## src/rtl/adam_optimizer_update_assert.svh

```systemverilog
// ----------------------------------------------------------------------------
// Assertion macros for the Adam update block
// Shorthands for clocked implications with a synchronous active-low reset.
// ----------------------------------------------------------------------------
`ifndef ADAM_OPTIMIZER_UPDATE_ASSERT_SVH
`define ADAM_OPTIMIZER_UPDATE_ASSERT_SVH

// Same-cycle implication.
`define ADAM_ASSERT_IMPL(lbl, ante, cons, msg) \
  lbl: assert property (@(posedge clk) disable iff (!rst_n) (ante) |-> (cons)) \
    else $error(msg);

// Next-cycle implication.
`define ADAM_ASSERT_NEXT(lbl, ante, cons, msg) \
  lbl: assert property (@(posedge clk) disable iff (!rst_n) (ante) |=> (cons)) \
    else $error(msg);

`endif

```

## src/rtl/adam_pkg.sv

```systemverilog
// ----------------------------------------------------------------------------
// adam_pkg
// Types, constants and register codes shared by the Adam update block.
// ----------------------------------------------------------------------------
`default_nettype none

package adam_pkg;

  localparam int IDX_W      = 12;
  localparam int DATA_W     = 32;
  localparam int LR_W       = 24;
  localparam int BETA_W     = 16;
  localparam int CFG_IDX_W  = 3;
  localparam int CFG_DATA_W = 24;

  localparam int NUM_PARAMS_DEF = 4096;

  localparam logic [LR_W-1:0]   LR_RST    = 24'd16777;
  localparam logic [BETA_W-1:0] B1_RST    = 16'd58982;
  localparam logic [BETA_W-1:0] B2_RST    = 16'd65470;
  localparam logic [BETA_W-1:0] BATCH_RST = 16'd1;
  localparam logic [BETA_W-1:0] EPS_RST   = 16'd1;

  localparam logic [16:0] Q16_ONE = 17'h10000;
  localparam logic [31:0] S32_MAX = 32'h7FFF_FFFF;
  localparam logic [31:0] S32_MIN = 32'h8000_0000;

  localparam logic [6:0] ITER_DIV_STEPS  = 7'd64;
  localparam logic [6:0] ITER_SQRT_STEPS = 7'd32;

  typedef enum logic [CFG_IDX_W-1:0] {
    CFG_LEARNING_RATE = 3'd0,
    CFG_BETA_FIRST    = 3'd1,
    CFG_BETA_SECOND   = 3'd2,
    CFG_BATCH_SIZE    = 3'd3,
    CFG_EPSILON       = 3'd4
  } cfg_reg_t;

  typedef enum logic {
    ITER_DIV  = 1'b0,
    ITER_SQRT = 1'b1
  } iter_mode_t;

  typedef struct packed {
    logic        [IDX_W-1:0]  param_index;
    logic signed [DATA_W-1:0] gradient;
    logic signed [DATA_W-1:0] weight_in;
  } in_item_t;

  typedef struct packed {
    logic        [IDX_W-1:0]  out_index;
    logic signed [DATA_W-1:0] weight_out;
    logic                     saturated;
  } out_item_t;

  typedef struct packed {
    logic        start;
    iter_mode_t  mode;
    logic [63:0] dividend;
    logic [31:0] divisor;
  } iter_req_t;

  typedef struct packed {
    logic        busy;
    logic        done;
    logic [63:0] result;
  } iter_rsp_t;

endpackage

`default_nettype wire

```

## src/rtl/adam_iter.sv

```systemverilog
// ----------------------------------------------------------------------------
// adam_iter
// Shared iterative unit: 64/32 restoring divide, one quotient bit per cycle,
// or 64-bit integer square root, one root bit per cycle.
// ----------------------------------------------------------------------------
`default_nettype none

`include "adam_optimizer_update_assert.svh"

module adam_iter (
  input  wire logic                 clk,
  input  wire logic                 rst_n,
  input  wire adam_pkg::iter_req_t  req,
  output adam_pkg::iter_rsp_t       rsp
);

  logic                 busy_r;
  logic                 done_r;
  adam_pkg::iter_mode_t mode_r;
  logic [6:0]           cnt_r;
  logic [63:0]          acc_r;
  logic [34:0]          rem_r;
  logic [31:0]          root_r;
  logic [31:0]          div_r;

  logic [34:0] rem_sh;
  logic [34:0] trial;
  logic        ge;
  logic [34:0] rem_nxt;
  logic [63:0] acc_nxt;
  logic [31:0] root_nxt;

  always_comb begin
    unique case (mode_r)
      adam_pkg::ITER_DIV: begin
        rem_sh = {rem_r[33:0], acc_r[63]};
        trial  = {3'b000, div_r};
      end
      adam_pkg::ITER_SQRT: begin
        rem_sh = {rem_r[32:0], acc_r[63:62]};
        trial  = {1'b0, root_r, 2'b01};
      end
      default: begin
        rem_sh = rem_r;
        trial  = '0;
      end
    endcase
    ge      = (rem_sh >= trial);
    rem_nxt = ge ? (rem_sh - trial) : rem_sh;
    if (mode_r == adam_pkg::ITER_DIV) begin
      acc_nxt = {acc_r[62:0], ge};
    end else begin
      acc_nxt = {acc_r[61:0], 2'b00};
    end
    root_nxt = {root_r[30:0], ge};
  end

  always_ff @(posedge clk) begin
    if (!rst_n) begin
      busy_r <= 1'b0;
      done_r <= 1'b0;
      cnt_r  <= '0;
    end else begin
      done_r <= 1'b0;
      if (req.start) begin
        busy_r <= 1'b1;
        mode_r <= req.mode;
        acc_r  <= req.dividend;
        div_r  <= req.divisor;
        rem_r  <= '0;
        root_r <= '0;
        cnt_r  <= (req.mode == adam_pkg::ITER_DIV) ? adam_pkg::ITER_DIV_STEPS - 7'd1
                                                     : adam_pkg::ITER_SQRT_STEPS - 7'd1;
      end else if (busy_r) begin
        acc_r  <= acc_nxt;
        rem_r  <= rem_nxt;
        root_r <= root_nxt;
        cnt_r  <= cnt_r - 7'd1;
        if (cnt_r == 7'd0) begin
          busy_r <= 1'b0;
          done_r <= 1'b1;
        end
      end
    end
  end

  assign rsp.busy   = busy_r;
  assign rsp.done   = done_r;
  assign rsp.result = (mode_r == adam_pkg::ITER_DIV) ? acc_r : {32'b0, root_r};

  `ADAM_ASSERT_NEXT(a_start_sets_busy, req.start, busy_r, "iter: start did not raise busy")
  `ADAM_ASSERT_NEXT(a_last_step_done, busy_r && !req.start && cnt_r == 7'd0, done_r,
                    "iter: last step gave no done")
  `ADAM_ASSERT_IMPL(a_done_after_busy, done_r, $past(busy_r) && !busy_r,
                    "iter: done without a finished run")

endmodule

`default_nettype wire

```

## config.mk

```make
export PLATFORM = sky130hd
export DESIGN_NAME = adam_iter
export DESIGN_NICKNAME = d
export VERILOG_FILES = /design/src/rtl/adam_pkg.sv /design/src/rtl/adam_iter.sv
export VERILOG_INCLUDE_DIRS = /design/src /design/src/rtl
export SDC_FILE = /design/constraint.sdc
export NUM_CORES = 1
export LEC_CHECK = 0
export BUFFER_PORTS_ARGS = -buffer_cell sky130_fd_sc_hd__buf_2
export CAP_MARGIN = 20
export CELL_PAD_IN_SITES_DETAIL_PLACEMENT = 2
export CELL_PAD_IN_SITES_GLOBAL_PLACEMENT = 2
export CORE_ASPECT_RATIO = 0.5
export CORE_MARGIN = 2
export CORE_UTILIZATION = 37
export DETAILED_ROUTE_END_ITERATION = 16
export HOLD_SLACK_MARGIN = 0.03
export PLACE_DENSITY_LB_ADDON = 0.1
export SLEW_MARGIN = 20
export SYNTH_ARGS = -nofsm -noshare
export SYNTH_HDL_FRONTEND = slang
export SYNTH_SLANG_ARGS = --single-unit
```

## constraint.sdc

```tcl
create_clock -name clk -period 5.6 [get_ports clk]
set_clock_uncertainty 0.1 [all_clocks]
set_input_delay 0.56 -clock clk [delete_from_list [all_inputs] [get_ports clk]]
set_output_delay 0.56 -clock clk [all_outputs]
set_load 0.01 [all_outputs]
```

* After elaboration in Yosys (flattened, before gate mapping)
Index checks and enable logic that the tools add are counted.
** Cells by class
- Bitwise operators :: 3
- Add/sub/neg operators :: 2
- $lt $le $gt $ge :: 1
- Multiplexer cells :: 16
- Reductions and logical operators :: 5
** Operators by type and width (number)
- $mux W64 :: 4
- $pmux W35 S2 :: 2
- $mux W34 :: 2
- $ge A35 B35 Y1 :: 1
- $sub A34 B34 Y34 :: 1
- $mux W32 :: 1
- $mux W7 :: 2
- $logic_not A7 Y1 :: 1
- $sub A7 B1 Y7 const B :: 1
- $mux W6 :: 1
- $mux W1 :: 4
- $reduce_and A2 Y1 :: 2
- $not A1 Y1 :: 3
- $reduce_or A3 Y1 :: 1
- $reduce_bool A2 Y1 :: 1
** Word-level totals
- Word-level logic and storage cells :: 35
- Bits of input ports :: 100
- Bits in registers :: 172
- Output and inout port bits :: 66

* Longest topological paths before layout
Gate-level depths: netlist of run 1.
- Depth in word-level cells :: 6
- Mapped depth :: 17
- Mapped depth without buffers :: 13

* Worst setup path before layout of run 1
No wires, ideal clock.
- Path kind :: in2reg
- Start :: in req[97] (netlist bit)
- End :: reg busy_r
- Stages on the path :: 4
- Required time :: 5.429 ns
- Arrival :: 4.463 ns
- Path slack :: 0.966 ns
- Buffers on the path :: 2
- Library setup time :: 0.071 ns
- Cells stage by stage :: clkbuf_1 clkbuf_1 o21a_1 o41a_1
** Between the ends
- Cells in the longest elaborated chain, start to end :: 1
** RTL lines
- start: declaration :: RTL line adam_iter.sv:13 : input wire adam_pkg::iter_req_t req,
- $mux W1 :: RTL line adam_iter.sv:65 : if (req.start) begin
- end signal: assignment :: RTL line adam_iter.sv:60 : busy_r <= 1'b0;
- end signal: assignment :: RTL line adam_iter.sv:66 : busy_r <= 1'b1;
- end signal: assignment :: RTL line adam_iter.sv:80 : busy_r <= 1'b0;
- end: declaration :: RTL line adam_iter.sv:17 : logic busy_r;
Every way passes these cells.
A chain may end at the register's enable or synchronous reset.

* Final worst setup path of run 1
- Start :: reg mode_r
- End :: reg rem_r[33], data pin
** Between the ends
- Cells in the longest elaborated chain, start to end :: 5
- Elaborated cells between the ends (all ways) :: 7
- Those cells by class :: 1 x add/sub; 1 x order compare; 4 x mux; 1 x bitwise
** RTL lines
- start: declaration :: RTL line adam_iter.sv:19 : adam_pkg::iter_mode_t mode_r;
- start signal: assignment :: RTL line adam_iter.sv:67 : mode_r <= req.mode;
- $not A1 Y1 :: RTL line adam_iter.sv:34 : unique case (mode_r)
- $pmux W35 S2 :: RTL line adam_iter.sv:34
- $sub A34 B34 Y34 or $ge A35 B35 Y1 (tied branches) :: RTL line adam_iter.sv:49, adam_iter.sv:48
- $mux W34 (*) :: RTL line adam_iter.sv:49 : rem_nxt = ge ? (rem_sh - trial) : rem_sh;
- $mux W34 (*) :: RTL line adam_iter.sv:74 : end else if (busy_r) begin
- end signal: assignment :: RTL line adam_iter.sv:76 : rem_r <= rem_nxt;
- end: declaration :: RTL line adam_iter.sv:22 : logic [34:0] rem_r;
Every way passes the cells marked *; elsewhere a longest branch is shown, timed or not. The select of a mux whose other input is x is not followed.

==> results.cfg, run 1 <==
[clocking]
clockRootBuffer = clkbuf_16
cts_buffers = 17
cts_buffer_depth = 2
postCtsSetupRepairBufs = 0
cts_hold_buf = 0
cts_tree = yes
cts.clk_slew.worst_paths_ps = 70
clk_latency_ps = 450
htree_levels = 4
cts.sinks = 172
cts-resized-gates = 0

[global_routing]
grt_usage_pct = 22.0
antenna_found_initial = 6
grt_pass1_vias = 8437
grt_max_degree = 109
grt_overflow = 0
grt_pass1_wl_um = 49100

[placed_design]
hpwl_um = 23300
io_buffers = 165
dp.cells = 1453
gp_congestion = 0.825

[yosys]
syn_avg_cell_area_um2 = 10.8
post_synth_instance_area_um2 = 10400
ys_ff_latch = 172
synth.top_cell.area_share_pct = 47.1
syn_inst = 965
yosys_warnings = 0
synth_top_cell_by_area = edfxtp_1
yosys-top-cells-area = edfxtp_1 47%, mux2i_1 8.0%, mux2_2 6.8%
synth-seq-area-share_pct = 48.8
syn_nets = 1102
async_reset_ff_share_pct = 0
synth_edf_count = 163
ys.flop_type = edfxtp_1
synth_cell_type_count = 58

[critical_path]
cp-start-kind = flip-flop
cp_data_required_time_ps = 5710
crit_fanout = 68
arrival_ps = 4540
crit_path_end_kind = flip-flop
crit_type = flip-flop to flip-flop

[finish]
layout.nets = 1227
stdcell_count = 1486
drive_above_1_share_pct = 25.3
final_common_cell = buf_2
syn_to_final_growth_pct = 16.2
final_cell_mix = 164 x buf_2, 163 x edfxtp_1, 95 x nand2_1

[sta]
tightest_slew_ps = 1060
final-hold-violation-count = 0
fin_crit_sh_pct = 79.3
finalSetupTns_ps = 0
period_needed_ps = 4440
relSlewSlack_pct = 29.1
rsz0062_at_grt = false
holdWs_ps = 193
fmax_mhz = 225
setup_violations = 0
slew_viol_final = 0

[drt]
vias = 7859
vias_per_cell = 5.29
drt_wl_total_um = 31700
wl_per_cell_um = 21.3
drtPass1Iterations = 4
drtIter0Drc = 414
postRouteAntennaNets = 0
drc = 0

[floorplanning]
die_w_um = 241
die_h_um = 123
io_pins = 166
coreArea_um2 = 27700
rows = 43
start_util_pct = 37.6
dieArea_um2 = 29500

[pwr]
leakage_nw = 4.93
powerDensity_nw_per_um2 = 333
irDropWorstVdd_v = 0.000234

[run]
maxCapViolCount = 0

[hold_path]
holdCritPathClass = primary input to flip-flop

[status]
status = finished clean
cell type report:
cell class | count | area [um2]
multi-input cells | 714 | 4990
flip-flops and latches | 172 | 5070
fillers | 2975 | 15600
diodes | 1 | 2.50
well taps | 382 | 478
repair buffers | 174 | 928
clock inverters | 12 | 101
clock buffers | 20 | 468
inverters | 11 | 41.3
worst paths after layout:
| check | endpoint | slack, ps | depth (start not counted) | start |
|---|---|---|---|---|
| setup / recovery | rem_r[33]$_SDFFCE_PP0P_ | 1160 | 12 | mode_r$_DFFE_PP_ |
| hold reg to reg | done_r$_SDFF_PP0_ | 390 | 1 | cnt_r[6]$_SDFFE_PN0N_ |
| hold / removal | div_r[7]$_DFFE_PP_ | 190 | 1 | req[7] |
| setup reg to reg | rem_r[33]$_SDFFCE_PP0P_ | 1160 | 12 | mode_r$_DFFE_PP_ |
kinds of logic (layout without fill, tap and decap cells):
logic type,Yosys count,in the layout,synth area share (%)
AOI/OAI and AO/OA,226,226,12.9
buffers and inverters,79,217,3.27
xor gates and xnor gates,34,34,2.86
DFF,172,172,48.8
adders and majority gates,37,37,4.52
muxes,146,146,14.8
and+or+nand+nor,271,271,12.8
other,0,1,0
through the flow:
| stage | setup WS, ps | area, um2 | power [mW] | util (%) |
|---|---|---|---|---|
| 2_1_floorplan | 966 | 10400 | 2.51 | - |
| 3_3_place_gp | 1260 | 11500 | 2.82 | 41.6 |
| 4_1_cts | 1110 | 12100 | 4.07 | 43.7 |
| 3_5_place_dp | 1160 | 11500 | 2.87 | 41.6 |
| 6_report | 1160 | 12100 | 4.02 | 43.7 |
| 5_1_grt | 805 | 12100 | 4.24 | 43.7 |
state kept, by name, indices dropped and copies added (netlist names):
register,cells
acc_r,64
busy_r,1
cnt_r,7
div_r,32
done_r,1
mode_r,1
rem_r,34
root_r,32
critical path: stages (launching register included):
cell	delay, ps
edfxtp_1	440
buf_12	360
mux2_2	400
ha_1	390
a21oi_1	330
o211ai_1	120
a21boi_0	300
a211oi_1	150
o21ai_0	350
o21ai_0	290
a211oi_1	380
nor2b_1	90
a2111oi_0	410
Yosys cell counts (16+ instances only):
library cell and count:
edfxtp_1 163, nand2_1 95, o21ai_0 88, mux2i_1 83, nor2b_1 71, a21oi_1 68
mux2_2 63, nor2_1 53, clkbuf_1 47, ha_1 36, xnor2_1 18, a21o_1 16
xor2_1 16
per-layer routing:
metal  track usage, %  part of all wire (%)  routed length, um  up-vias
met5                0                 0.076                 24        -
met4             4.17                  0.78                246        4
met3             4.86                   4.3               1360       25
met2             36.1                    47              15000      110
met1             30.2                    48              15100     3947
li1                 -                     -                  -     3773
power breakdown:
| group | internal [mW] | total [mW] | switching, mW |
|---|---|---|---|
| logic | 0.495 | 1.21 | 0.714 |
| clock network | 0.620 | 1.19 | 0.567 |
| registers | 1.56 | 1.63 | 0.0696 |
| total | 2.67 | 4.02 | 1.35 |
Power figures use the tool's default switching activity.
==> run 2, diff against run 1 <==
Clock period 5.6 ns to 4.25 ns, I/O delays scaled along.
==> results.cfg, run 2 (synthesis gave the netlist of run 1 again) <==
[finish]
syn_to_final_growth_pct = 21.6
final_common_cell = buf_2
layout.nets = 1275
stdcell_count = 1534
multi_input_area_um2 = 5040
final_cell_mix = 164 x buf_2, 163 x edfxtp_1, 95 x nand2_1
nFillCells = 2940
drive_above_1_share_pct = 28.2
regMostFlops = acc_r
largest_reg_flops = 64
largest_registers = acc_r x64, rem_r x34
layout.area.seq_um2 = 5070

[critical_path]
path_buf_inv = 4
cp_common_cell = buf_4
slowest_delay_ps = 530
critPathTopFamily = simple AND/OR/NAND/NOR gates
critical_path_depth = 13
worstRegToRegCells = 13
slowest_stage = or4_1
reg2reg_slack_ps = 180
cp_data_required_time_ps = 4310
rr_startpoint = mode_r$_DFFE_PP_
reg2reg_to = rem_r[15]$_SDFFCE_PP0P_
crit_type = flip-flop to flip-flop
crit_fanout = 15
crit_path_end_kind = flip-flop
cp-start-kind = flip-flop
crit_chain = buf_4, buf_12, mux2_2, ha_2, nand4_1, or3_1, or4_1, o211a_1, o41ai_4, clkbuf_16, buf_4, mux2i_1, nor2_1
arrival_ps = 4130

[sta]
fin_crit_sh_pct = 95.7
rsz0062_at_grt = false
relSlewSlack_pct = 34.2
final-hold-violation-count = 0
slew_viol_final = 0
finalSetupTns_ps = 0
tightest_slew_ps = 988
fmax_mhz = 246
fin_ws_ps = 183
setup_violations = 0
period_needed_ps = 4070

[drt]
postRouteAntennaNets = 0
drt_wl_total_um = 34500
drtPass1Iterations = 5
drtIter0Drc = 446
vias_per_cell = 5.35
wl_per_cell_um = 22.5
drc = 0
vias = 8205

[global_routing]
grt_usage_pct = 23.3
grt_overflow = 0
grt_pass1_wl_um = 51400
antenna_found_initial = 3
grt_max_degree = 110
grt_pass1_vias = 8671

[floorplanning]
die_h_um = 123
coreArea_um2 = 27700
rows = 43
die_w_um = 241
start_util_pct = 37.6
dieArea_um2 = 29500
io_pins = 166

[clocking]
clockRootBuffer = clkbuf_16
htree_levels = 4
cts.clk_slew.worst_paths_ps = 70
cts_tree = yes
clk_latency_ps = 460
cts.sinks = 172
cts_buffers = 17
cts_buffer_depth = 2

[hold_path]
hp-start = req[20]
hold_end = div_r[20]$_DFFE_PP_
holdCritPathClass = primary input to flip-flop
whs_path_depth = 1

[placed_design]
dp.cells = 1477
place_ws_ps = -58.9
gp_congestion = 0.822
io_buffers = 165
hpwl_um = 24900

[run]
maxCapViolCount = 0

[pwr]
irDropWorstVdd_v = 0.000326
leakage_nw = 5.21
powerDensity_nw_per_um2 = 443
finalPower_mw = 5.60

[status]
status = finished clean
## run 2: layout make-up
cell class	instances	share of cell area [%]
clock inverter	9	0.633
tap	382	3.78
timing repair buffer	222	11.0
clock buffer	23	4.22
antenna	1	0.0198
multi-input combinational	714	39.9
sequential	172	40.1
inverter	11	0.327
## run 2: how the worst max path moves through the flow
stage	startpoint	endpoint	slack, ps
after global placement	mode_r$_DFFE_PP_	rem_r[32]$_SDFFCE_PP0P_	130
after floorplan	mode_r$_DFFE_PP_	rem_r[10]$_SDFFCE_PP0P_	20
after CTS	mode_r$_DFFE_PP_	rem_r[30]$_SDFFCE_PP0P_	10
final	mode_r$_DFFE_PP_	rem_r[15]$_SDFFCE_PP0P_	180
after detailed placement	mode_r$_DFFE_PP_	rem_r[32]$_SDFFCE_PP0P_	-60
after global routing	mode_r$_DFFE_PP_	rem_r[33]$_SDFFCE_PP0P_	2
## run 2: repair_timing
action / 4_1_cts / 5_1_grt
setup buffers: 0 / 10
resized for setup: 2 / 12
pin swaps: 0 / 3
hold buffers: 11 / 0
hold endpoints to repair: 11 / 0
setup endpoints to repair: 1 / 13
gates cloned: 0 / 3
## run 2: through the flow
stage / area, um2 / utilization (%) / hold WS, ps
after floorplan: 10400 / - / 341
after global placement: 11700 / 42.4 / 401
after detailed placement: 11700 / 42.4 / 399
after CTS: 12400 / 45.0 / 34.6
after global routing: 12600 / 45.7 / 34.1
final: 12600 / 45.7 / 40.1
## run 2: metal layers
layer / part of all wire [%] / global-route usage (%) / vias to the layer above
met5: 0.032 / 0 / -
met4: 0.94 / 5.44 / 2
met3: 3.9 / 4.86 / 21
met2: 47 / 38.2 / 112
met1: 48 / 31.8 / 4182
li1: - / - / 3888
## run 2: power breakdown
group | internal [mW] | switching [mW] | total [mW] | leakage, nW
Sequential | 2.05 | 0.0962 | 2.15 | 1.65
Clock | 0.909 | 0.749 | 1.66 | 0.306
Combinational | 0.761 | 1.03 | 1.79 | 3.26
## run 2: worst reg2reg max path: stages, from the launching register on
cell and delay [ps]:
edfxtp_1 390, buf_4 160, buf_12 160, mux2_2 390
ha_2 420, nand4_1 190, or3_1 390, or4_1 530
o211a_1 270, o41ai_4 80, clkbuf_16 250, buf_4 180
mux2i_1 200, nor2_1 60
